## src/rtl/atm_pkg.sv

```systemverilog
// Shared types and constants for the APB transfer monitor.
// Used by atm_core and apb_transfer_monitor; depends on nothing else.
package atm_pkg;

  localparam int ADDR_WIDTH = 32;
  localparam int DATA_WIDTH = 32;

  localparam logic [31:0] ADDR_MASK =
    (ADDR_WIDTH >= 32) ? 32'hFFFF_FFFF : 32'((64'd1 << ADDR_WIDTH) - 64'd1);
  localparam logic [31:0] DATA_MASK =
    (DATA_WIDTH >= 32) ? 32'hFFFF_FFFF : 32'((64'd1 << DATA_WIDTH) - 64'd1);

  localparam int CFG_INDEX_WIDTH = 2;
  localparam int CFG_DATA_WIDTH  = 64;

  typedef enum logic [CFG_INDEX_WIDTH-1:0] {
    CFG_WINDOW_END     = 2'd0,
    CFG_TRANSFER_LIMIT = 2'd1,
    CFG_ERROR_SAMPLED  = 2'd2
  } cfg_index_t;

  typedef struct packed {
    logic [63:0] window_end;
    logic [31:0] transfer_limit;
    logic        error_sampled;
  } cfg_t;

  typedef struct packed {
    logic        first;
    logic        last;
    logic [63:0] sample_time;
    logic        sel;
    logic        enable;
    logic        write_dir;
    logic [31:0] bus_address;
    logic [31:0] bus_wdata;
    logic [31:0] bus_rdata;
    logic        slave_err;
  } sample_t;

  typedef struct packed {
    logic        record_valid;
    logic        rec_write;
    logic [31:0] rec_address;
    logic [31:0] rec_data;
    logic        rec_error;
    logic [63:0] rec_start;
    logic [63:0] rec_end;
    logic [31:0] reads_seen;
    logic [31:0] writes_seen;
    logic [31:0] errors_seen;
    logic [63:0] min_lat;
    logic [63:0] max_lat;
  } record_t;

endpackage

```

## src/rtl/apb_transfer_monitor.sv

```systemverilog
// Top level of the APB transfer monitor: handshake, sample and result registers,
// configuration registers. Depends on atm_pkg and atm_core.
//
// The monitor takes one time-stamped APB sample word per clock while not stalled
// and returns one result word per sample; each word passes through the sample
// register and then the result register. The state update is a single pass of
// combinational logic, so a new sample is taken every cycle as long as the
// result register can move on; a stalled result holds the sample register and
// then the input. Configuration writes take effect at the next clock edge.
module apb_transfer_monitor (
  input  logic                                 clk,
  input  logic                                 rst,
  input  logic                                 smp_valid,
  output logic                                 smp_stall,
  input  atm_pkg::sample_t                     smp,
  output logic                                 rpt_valid,
  input  logic                                 rpt_stall,
  output atm_pkg::record_t                     rpt,
  input  logic                                 cfg_we,
  input  logic [atm_pkg::CFG_INDEX_WIDTH-1:0]  cfg_index,
  input  logic [atm_pkg::CFG_DATA_WIDTH-1:0]   cfg_data
);
  import atm_pkg::*;

  cfg_t    cfg;
  sample_t smp_q;
  logic    smp_q_valid;
  logic    advance, go;
  record_t core_result;

  always_ff @(posedge clk) begin
    if (rst) begin
      cfg.window_end     <= '0;
      cfg.transfer_limit <= '0;
      cfg.error_sampled  <= 1'b1;
    end else if (cfg_we) begin
      unique case (cfg_index)
        CFG_WINDOW_END:     cfg.window_end     <= cfg_data;
        CFG_TRANSFER_LIMIT: cfg.transfer_limit <= cfg_data[31:0];
        CFG_ERROR_SAMPLED:  cfg.error_sampled  <= cfg_data[0];
        default: ;
      endcase
    end
  end

  // The result register moves whenever it is empty or being taken.
  assign advance   = !rpt_valid || !rpt_stall;
  assign go        = smp_q_valid && advance;
  assign smp_stall = smp_q_valid && !advance;

  always_ff @(posedge clk) begin
    if (rst) begin
      smp_q_valid <= 1'b0;
    end else if (!smp_stall) begin
      smp_q_valid <= smp_valid;
    end
  end

  always_ff @(posedge clk) begin
    if (smp_valid && !smp_stall) begin
      smp_q <= smp;
    end
  end

  atm_core u_core (
    .clk    (clk),
    .rst    (rst),
    .go     (go),
    .cfg    (cfg),
    .smp    (smp_q),
    .result (core_result)
  );

  always_ff @(posedge clk) begin
    if (rst) begin
      rpt_valid <= 1'b0;
    end else if (advance) begin
      rpt_valid <= smp_q_valid;
    end
  end

  always_ff @(posedge clk) begin
    if (go) begin
      rpt <= core_result;
    end
  end

endmodule

```

## src/rtl/atm_core.sv

```systemverilog
// Transfer tracking state and the per-word update of the APB monitor.
// Depends on atm_pkg; instantiated by apb_transfer_monitor.
module atm_core (
  input  logic            clk,
  input  logic            rst,
  input  logic            go,
  input  atm_pkg::cfg_t    cfg,
  input  atm_pkg::sample_t smp,
  output atm_pkg::record_t result
);
  import atm_pkg::*;

  logic        open_flag, halted;
  logic [63:0] open_start;
  logic        open_write;
  logic [31:0] open_address, open_wdata;
  logic        open_error;
  logic [63:0] prior_time;
  logic [31:0] prior_rdata;
  logic [31:0] read_total, write_total, error_total;
  logic [63:0] lat_low, lat_high;

  logic        open_flag_next, halted_next;
  logic [63:0] open_start_next;
  logic        open_write_next;
  logic [31:0] open_address_next, open_wdata_next;
  logic        open_error_next;
  logic [63:0] prior_time_next;
  logic [31:0] prior_rdata_next;
  logic [31:0] read_total_next, write_total_next, error_total_next;
  logic [63:0] lat_low_next, lat_high_next;

  // State as seen by this word: a first word starts from the cleared state.
  logic        cur_open, cur_halted;
  logic [31:0] cur_reads, cur_writes, cur_errors;
  logic [63:0] cur_low, cur_high;

  logic        active, open_new, close_prior, close_window, do_close;
  logic [31:0] addr, wdata, rdata, end_rdata;
  logic [63:0] close_time, lat;
  logic [32:0] total_sum;

  assign cur_open   = smp.first ? 1'b0 : open_flag;
  assign cur_halted = smp.first ? 1'b0 : halted;
  assign cur_reads  = smp.first ? 32'd0 : read_total;
  assign cur_writes = smp.first ? 32'd0 : write_total;
  assign cur_errors = smp.first ? 32'd0 : error_total;
  assign cur_low    = smp.first ? 64'hFFFF_FFFF_FFFF_FFFF : lat_low;
  assign cur_high   = smp.first ? 64'd0 : lat_high;

  assign active = smp.sel & smp.enable;
  assign addr   = smp.bus_address & ADDR_MASK;
  assign wdata  = smp.bus_wdata & DATA_MASK;
  assign rdata  = smp.bus_rdata & DATA_MASK;

  assign open_new     = !cur_halted && active && !cur_open;
  // A transfer ends either on the first inactive word or at the window end.
  assign close_prior  = !cur_halted && !active && cur_open;
  assign close_window = !cur_halted && active && smp.last;
  assign do_close     = close_prior | close_window;

  always_comb begin
    open_start_next   = open_new ? smp.sample_time : open_start;
    open_write_next   = open_new ? smp.write_dir : open_write;
    open_address_next = open_new ? addr : open_address;
    open_wdata_next   = open_new ? (smp.write_dir ? wdata : 32'd0) : open_wdata;
    open_error_next   = open_new ? (smp.slave_err & cfg.error_sampled) : open_error;
    open_flag_next    = cur_halted ? 1'b0 : (active & !smp.last);
    prior_time_next   = cur_halted ? prior_time : smp.sample_time;
    prior_rdata_next  = cur_halted ? prior_rdata : rdata;
  end

  assign close_time = close_prior ? prior_time : cfg.window_end;
  assign end_rdata  = close_prior ? prior_rdata : rdata;
  assign lat        = (close_time > open_start_next) ? close_time - open_start_next : 64'd0;

  always_comb begin
    read_total_next  = cur_reads;
    write_total_next = cur_writes;
    error_total_next = cur_errors;
    lat_low_next     = cur_low;
    lat_high_next    = cur_high;
    if (do_close) begin
      if (open_write_next) begin
        write_total_next = (cur_writes == 32'hFFFF_FFFF) ? cur_writes : cur_writes + 32'd1;
      end else begin
        read_total_next = (cur_reads == 32'hFFFF_FFFF) ? cur_reads : cur_reads + 32'd1;
      end
      if (open_error_next) begin
        error_total_next = (cur_errors == 32'hFFFF_FFFF) ? cur_errors : cur_errors + 32'd1;
      end
      if (lat < cur_low) begin
        lat_low_next = lat;
      end
      if (lat > cur_high) begin
        lat_high_next = lat;
      end
    end
  end

  assign total_sum   = {1'b0, read_total_next} + {1'b0, write_total_next};
  assign halted_next = cur_halted |
                       (do_close && (cfg.transfer_limit != 32'd0) &&
                        (total_sum >= {1'b0, cfg.transfer_limit}));

  always_comb begin
    result              = '0;
    result.record_valid = do_close;
    if (do_close) begin
      result.rec_write   = open_write_next;
      result.rec_address = open_address_next;
      result.rec_data    = open_write_next ? open_wdata_next : end_rdata;
      result.rec_error   = open_error_next;
      result.rec_start   = open_start_next;
      result.rec_end     = close_time;
    end
    result.reads_seen  = read_total_next;
    result.writes_seen = write_total_next;
    result.errors_seen = error_total_next;
    result.min_lat     = (total_sum == 33'd0) ? 64'd0 : lat_low_next;
    result.max_lat     = lat_high_next;
  end

  always_ff @(posedge clk) begin
    if (rst) begin
      open_flag   <= 1'b0;
      halted      <= 1'b0;
      read_total  <= '0;
      write_total <= '0;
      error_total <= '0;
      lat_low     <= '1;
      lat_high    <= '0;
    end else if (go) begin
      open_flag   <= open_flag_next;
      halted      <= halted_next;
      read_total  <= read_total_next;
      write_total <= write_total_next;
      error_total <= error_total_next;
      lat_low     <= lat_low_next;
      lat_high    <= lat_high_next;
    end
  end

  // Captured transfer fields are only read while a transfer is open.
  always_ff @(posedge clk) begin
    if (go) begin
      open_start   <= open_start_next;
      open_write   <= open_write_next;
      open_address <= open_address_next;
      open_wdata   <= open_wdata_next;
      open_error   <= open_error_next;
      prior_time   <= prior_time_next;
      prior_rdata  <= prior_rdata_next;
    end
  end

endmodule

```

## config.mk

```make
export PLATFORM = sky130hd
export DESIGN_NAME = apb_transfer_monitor
export DESIGN_NICKNAME = d
export VERILOG_FILES = /design/src/rtl/atm_pkg.sv /design/src/rtl/apb_transfer_monitor.sv /design/src/rtl/atm_core.sv
export SDC_FILE = /design/constraint.sdc
export NUM_CORES = 2
export LEC_CHECK = 0
export ABC_AREA = 1
export BUFFER_PORTS_ARGS = -buffer_cell sky130_fd_sc_hd__clkbuf_2
export CAP_MARGIN = 20
export CORE_AREA = 5 5 429 346
export DETAILED_ROUTE_END_ITERATION = 8
export DIE_AREA = 0 0 434 351
export GPL_ROUTABILITY_DRIVEN = 0
export PLACE_DENSITY = 0.64
export SYNTH_ARGS = -nofsm -noshare
export SYNTH_HDL_FRONTEND = slang
export SYNTH_SLANG_ARGS = --single-unit
export TNS_END_PERCENT = 30
```

## constraint.sdc

```tcl
create_clock -name clk -period 19 [get_ports clk]
set_clock_uncertainty 0.2 [all_clocks]
set_input_delay 0 -clock clk [delete_from_list [all_inputs] [get_ports clk]]
set_output_delay 0 -clock clk [all_outputs]
set_load 0.02 [all_outputs]
```

# Word level (Yosys, flattened, before mapping)
# Index checks and enable logic that the tools add are counted.
[totals]
input_bits = 237
register_bits = 1136
out_inout_bits = 421
[op_classes]
order_cmp = 4
n_eq_ne = 5
bitwise = 6
addsub = 5
muxes = 31
reduce_logical = 26
[ops]
columns = ["cell", "n"]
rows = [
  ["64-bit two-way mux", 9],
  ["32-bit two-way mux", 17],
  ["64-bit greater-than comparator", 2],
  ["32-bit by 1-bit adder with 32-bit output (second input constant)", 3],
  ["32-bit equality test (second input constant)", 3],
  ["64-bit less-than comparator", 1],
  ["64-bit subtractor", 1],
  ["32-bit by 32-bit adder with 33-bit output", 1],
  ["33-bit by 32-bit >= comparator with 1-bit output", 1],
  ["33-bit logical NOT", 1],
  ["32-bit nonzero test", 1],
  ["1-bit logical AND", 10],
  ["1-bit logical NOT", 8],
  ["2-bit AND reduction", 4],
  ["1-bit two-way mux", 5],
  ["1-bit bitwise AND", 3],
  ["2-bit by 1-bit equality test with 1-bit output (second input constant)", 1],
  ["2-bit equality test (second input constant)", 1],
  ["2-bit logical NOT", 1],
  ["1-bit bitwise OR", 2],
  ["1-bit logical OR", 1],
  ["1-bit inverter", 1],
]

# Depth between registers and ports, before layout
[logic_depth]
depth_word = 11
depth_mapped = 52
ltp_nobuf = 46

# By module
# Synthesis repeated with hierarchy kept, for this count alone.
[unflattened]
cells_unflattened = 6605
area_unflattened_um2 = 58780.1
[modules_own_cells]
columns = ["module", "instances", "seq_area_each_um2", "cells_each", "area_each_um2"]
rows = [
  ["atm_core", 1, 11310.8, 5376, 36286.1],
  ["apb_transfer_monitor", 1, 19548.7, 1229, 22494.1],
]

# Worst setup path before layout
# Ideal clock, no wire load.
[synth_path]
path_type = "reg2reg"
startpoint = "register rpt_valid"
endpoint = "register u_core.error_total[14]"
period_less_slack_ns = 17.621
required_ns = 18.077
path_stages_with_launch = 8
arrival_ns = 16.698
slack_ns = 1.379
setup_ns = 0.723
cell_sequence = "dfxtp_1 -> nand2_1 -> inv_1 -> nor2_1 -> clkbuf_1 -> clkbuf_1 -> clkbuf_1 -> a21oi_1"
[synth_via]
elab_chain_len = 3
[synth_rtl]
columns = ["item", "line_no", "source"]
rows = [
  ["start, declared", "apb_transfer_monitor.sv:16", "output logic rpt_valid,"],
  ["start signal, assigned", "apb_transfer_monitor.sv:78", "rpt_valid <= smp_q_valid;"],
  ["1-bit logical NOT", "apb_transfer_monitor.sv:47", "assign advance = !rpt_valid || !rpt_stall;"],
  ["1-bit logical OR", "apb_transfer_monitor.sv:47", ""],
  ["1-bit logical AND", "apb_transfer_monitor.sv:48", "assign go = smp_q_valid && advance;"],
  ["named net go", "apb_transfer_monitor.sv:28", "logic advance, go;"],
  ["end signal, assigned", "atm_core.sv:138", "error_total <= error_total_next;"],
  ["end, declared", "atm_core.sv:20", "logic [31:0] read_total, write_total, error_total;"],
]
# The timed path passes the listed nets, and every way through them passes these cells.
# A chain may end at the register's enable or synchronous reset.

# Final worst setup path
[layout_path]
startpoint = "register smp_q[165] in the netlist's numbering"
endpoint = "register u_core.lat_high[38]"
[layout_via]
elab_chain_len = 10
[layout_rtl]
columns = ["item", "line_no", "source"]
rows = [
  ["start, declared", "apb_transfer_monitor.sv:26", "sample_t smp_q;"],
  ["start signal, assigned", "apb_transfer_monitor.sv:61", "smp_q <= smp;"],
  ["1-bit two-way mux", "atm_core.sv:44", "assign cur_halted = smp.first ? 1'b0 : halted;"],
  ["1-bit logical NOT", "atm_core.sv:58", "assign close_prior = !cur_halted && !active && cur_open;"],
  ["1-bit logical AND", "atm_core.sv:58", ""],
  ["1-bit logical AND *", "atm_core.sv:58", ""],
  ["64-bit two-way mux *", "atm_core.sv:73", "assign close_time = close_prior ? prior_time : cfg.window_end;"],
  ["named net u_core.close_time[57]", "atm_core.sv:40", "logic [63:0] close_time, lat;"],
  ["64-bit subtractor / 64-bit greater-than comparator (equally long branches)", "atm_core.sv:75", "assign lat = (close_time > open_start_next) ? close_time - open_start_next : 64'd0;"],
  ["64-bit two-way mux *", "atm_core.sv:75", ""],
  ["64-bit greater-than comparator", "atm_core.sv:95", "if (lat > cur_high) begin"],
  ["64-bit two-way mux *", "atm_core.sv:95", ""],
  ["64-bit two-way mux *", "atm_core.sv:83", "if (do_close) begin"],
  ["end signal, assigned", "atm_core.sv:140", "lat_high <= lat_high_next;"],
  ["end, declared", "atm_core.sv:21", "logic [63:0] lat_low, lat_high;"],
]
# The timed path passes the listed nets; every way through them passes the cells marked *.

==> out/summary.txt <==
GLOBAL ROUTING
---------------------------------------------------------------------------------
Overflow left after global routing                                              0
GR Util All Layers                                                          24.7%
First-pass GRT wire length                                                 287 mm
Number of antenna violations at the first check in global routing              32
Vias in the first global route                                             46,757
Largest net degree at the start of global routing                             172

FLOORPLAN
---------------------------------------------------------------------------------
Number of rows created at floorplan                                           125
Vert. Die Dim                                                              351 um
Area of the die                                                       0.152 sq mm
Die Width                                                                  434 um
Core Region                                                           0.144 sq mm
Boundary Pins                                                                 658
Effective utilization at floorplan                                          39.6%

SYNTH
---------------------------------------------------------------------------------
Sequential element share of the synthesized area                            54.1%
Fraction of synthesis flops using an asynchronous set or reset pin             0%
Library cells used by synthesis                                                61
Library cell with the highest instance count after synthesis              nand2_1
Avg Cell Area, Syn                                                     8.91 sq um
Number of warnings issued by yosys                                              0
Largest area contributor in the synthesized netlist                      edfxtp_1
Post-synthesis cell count                                                   6,399
Leading cell types by total area after synthesis                     edfxtp_1 43%, dfxtp_1 11%, nand2_1 6.9%, inv_1 6.5%, ha_1 5.6%
Post-Syn Nets                                                               6,895
Total standard cell area after synthesis                             0.0570 sq mm
Most instantiated flip-flop cell in the synthesis netlist                edfxtp_1
Number of enable-type register cells in the synthesized netlist               811
Leading cell types by count after synthesis                          1,042 x nand2_1, 982 x inv_1, 811 x edfxtp_1, 809 x nor2_1, 462 x a21oi_1
#FFs+latches synth                                                          1,136
Share of Yosys cell area claimed by the top area cell type                  42.7%

DETAILED ROUTING
---------------------------------------------------------------------------------
Detailed-route via count                                                   48,733
Violation count after the first detailed-route iteration                    4,925
Number of design rule violations left after detail routing                      0
Average vias per placed instance                                             5.14
Count of TritonRoute iterations in the first routing pass                       5
Met2 layer wire length in the routed design                               92.0 mm
Met1 routed wirelength after detailed routing                             77.1 mm
Routed wire length                                                         194 mm
Detailed-routed wire length on met3                                       11.5 mm
Per-cell routed wire length                                               20.4 um
Antenna Violating Nets Remaining                                                0
Uppermost routed layer                                                       met4

CTS
---------------------------------------------------------------------------------
CTS clk-pin slew, worst paths                                             0.06 ns
Insertion delay of the later-clocked pin in the worst-skew pair           0.78 ns
Post-CTS Resized                                                                0
Maximum level of the CTS H-tree                                                 3
CTS Root Buffer Type                                                    clkbuf_16
Number of setup buffers added after CTS                                         0
Number of buffers added by the clock tree synthesis step                      118
CTS tree                                                                     done
Buffers from clock root to sink, at most                                        3
TritonCTS Sinks                                                             1,136

LAYOUT
---------------------------------------------------------------------------------
Net count, final                                                            7,942
Share of cells above drive strength 1                                       14.3%
Layout area overhead                                                        24.5%
Final standard cell area without fillers                             0.0710 sq mm

TIMING
---------------------------------------------------------------------------------
Total count of max-transition violations in the final report                    0
Count of final hold-check violations                                            0
Max-Slew Margin vs Limit                                                    26.5%
Slew at the pin closest to its max-slew limit                             1.10 ns
Final setup violation count                                                     0
Worst hold slack                                                        0.0699 ns
Final setup TNS                                                              0 ns
Crit share post-route                                                       53.7%
Min cycle time layout                                                    10.21 ns
RSZ-0062 raised after global routing                                        false
Max frequency                                                          0.0980 GHz

CRITICAL PATH
---------------------------------------------------------------------------------
Type of origin of the critical path                                          flop
Largest fanout of any net on the critical path                                 77
Kind of critical path                                                  reg -> reg
Data required time at the worst endpoint                                 19.47 ns
Crit path capture type                                                       flop
CP max-delay cell                                                           buf_4
Data arrival at the endpoint of the critical path                        10.68 ns
Worst path bufs/invs                                                           12
Startpoint of the worst register-to-register path                      smp_q[165]
CP startpoint                                                          smp_q[165]
Max stage delay on crit path                                              0.76 ns
Most prevalent standard cell on the critical path                         nand2_1
Cell type group with the largest total delay on the critical path    simple AND/OR/NAND/NOR gates

POWER AND IR DROP
---------------------------------------------------------------------------------
Worst vdd ir                                                          0.0000774 V
Power per cell area                                                  87.9 mW/mm^2
Relative contribution of sequential cells to total power                    46.0%
Switching power                                                           1.73 mW
Combinational cell fraction of total power                                  15.3%
Cell internal pwr                                                         4.50 mW
Sw Share                                                                    27.8%
Pleak                                                                     31.3 nW
Clock Power Share                                                           38.8%
Power Total                                                               6.24 mW

WORST HOLD PATH
---------------------------------------------------------------------------------
Hold_sp                                                              cfg_data[28]
Path category of the worst min-delay check                              in -> reg

RUN STATUS
---------------------------------------------------------------------------------
Result of the run                                                    finished, final reports clean

PLACEMENT
---------------------------------------------------------------------------------
Number of buffer cells added on primary ports                                 657
Placed wire-length estimate                                                136 mm
Placed Instance Area                                                 0.0620 sq mm

FLOW RUN
---------------------------------------------------------------------------------
Reported max-cap violation count                                                0

==> area by class of cell <==
type | instances | area [sq um]
Clock buffer | 157 | 3300
Tap cell | 1905 | 2380
Timing Repair Buffer | 1187 | 8510
Inverter | 991 | 3740
Clock inverter | 69 | 761
Multi-Input combinational cell | 4012 | 21300
Fill cell | 13204 | 73100
Antenna cell | 30 | 75.1
Sequential cell | 1136 | 30900
==> stage by stage <==
stage,utilization (%),instances,worst slack (ns)
after global placement,43.0,8745,9.23
after floorplan,-,6399,1.38
final,49.3,9487,8.79
after global routing,49.3,9485,8.32
after detailed placement,43.0,8745,9.09
after CTS,49.2,9457,9.07
==> sequential cells by signal (all words and copies together) (netlist names) <==
register	count
u_core.open_address	32
smp_q	166
u_core.halted	1
rpt_valid	1
u_core.lat_low	64
smp_q_valid	1
u_core.open_error	1
u_core.open_wdata	32
u_core.open_flag	1
u_core.write_total	32
u_core.open_start	64
cfg	97
u_core.open_write	1
u_core.lat_high	64
u_core.prior_rdata	32
u_core.prior_time	64
u_core.error_total	32
u_core.read_total	32
rpt	419
==> per-layer routing <==
layer	GRT usage (%)	vias to the layer above
li1	-	23324
met1	30.7	22982
met2	41.3	1969
met3	3.10	458
met4	14.7	0
met5	0	-
==> final timing paths <==
kind	endpoint	slack, ns	cells after the start
hold / removal	cfg[29]	0.07	4
setup / recovery	u_core.lat_high[38]	8.79	34
setup reg to reg	u_core.lat_high[38]	8.79	34
hold reg to reg	u_core.prior_time[31]	0.24	0
==> cells by family after synthesis <==
logic type | after synthesis | share of synthesized area [%]
muxes | 33 | 0.579
DFF | 1136 | 54.1
buffers and inverters | 1251 | 8.61
AOI/OAI and AO/OA | 1023 | 9.68
and+or+nand+nor | 2567 | 19.3
adders and majority gates | 259 | 5.71
xor gates and xnor gates | 130 | 2.00
==> power groups by stage <==
| stage | Combinational, mW | Clock, mW | Sequential (mW) |
|---|---|---|---|
| 2_1_floorplan | 0.525 | 0 | 2.99 |
| 3_3_place_gp | 0.846 | 0 | 2.91 |
| 3_5_place_dp | 0.860 | 0 | 2.92 |
| 4_1_cts | 0.948 | 2.46 | 2.86 |
| 5_1_grt | 1.05 | 2.56 | 2.88 |
| 6_report | 0.952 | 2.42 | 2.87 |
==> worst reg2reg max path, delay by kind of cell (launching register included) <==
family,cells,cell delay [ns]
AO/OA/AOI/OAI,1,0.56
adder cells (fa/ha/maj),2,0.88
buffers and inverters,12,3.85
flip-flops,1,0.40
AND/OR/NAND/NOR,19,4.25
==> what timing repair did <==
item,4_1_cts,5_1_grt
endpoints found under the hold margin,419,0
setup endpoints to repair,0,0
hold buffers,486,0
==> cells in the final DEF (no fill, tap or decap), types with 30 or more instances in the layout <==
cell and instances:
clkbuf_16 121, nor3_1 57, a211oi_1 67, buf_4 42, a31oi_1 30, dlygate4sd3_1 486, ha_1 257, nand2_1 1042
nand3_1 390, diode_2 30, nor2_1 807, xnor2_1 38, edfxtp_1 811, o21ai_0 397, a21oi_1 462, nand4_1 54
xor2_1 92, dfxtp_1 325, inv_1 979, mux2i_1 33, clkbuf_2 656, or2_2 130
No activity file was read; power rests on OpenSTA's default activity.
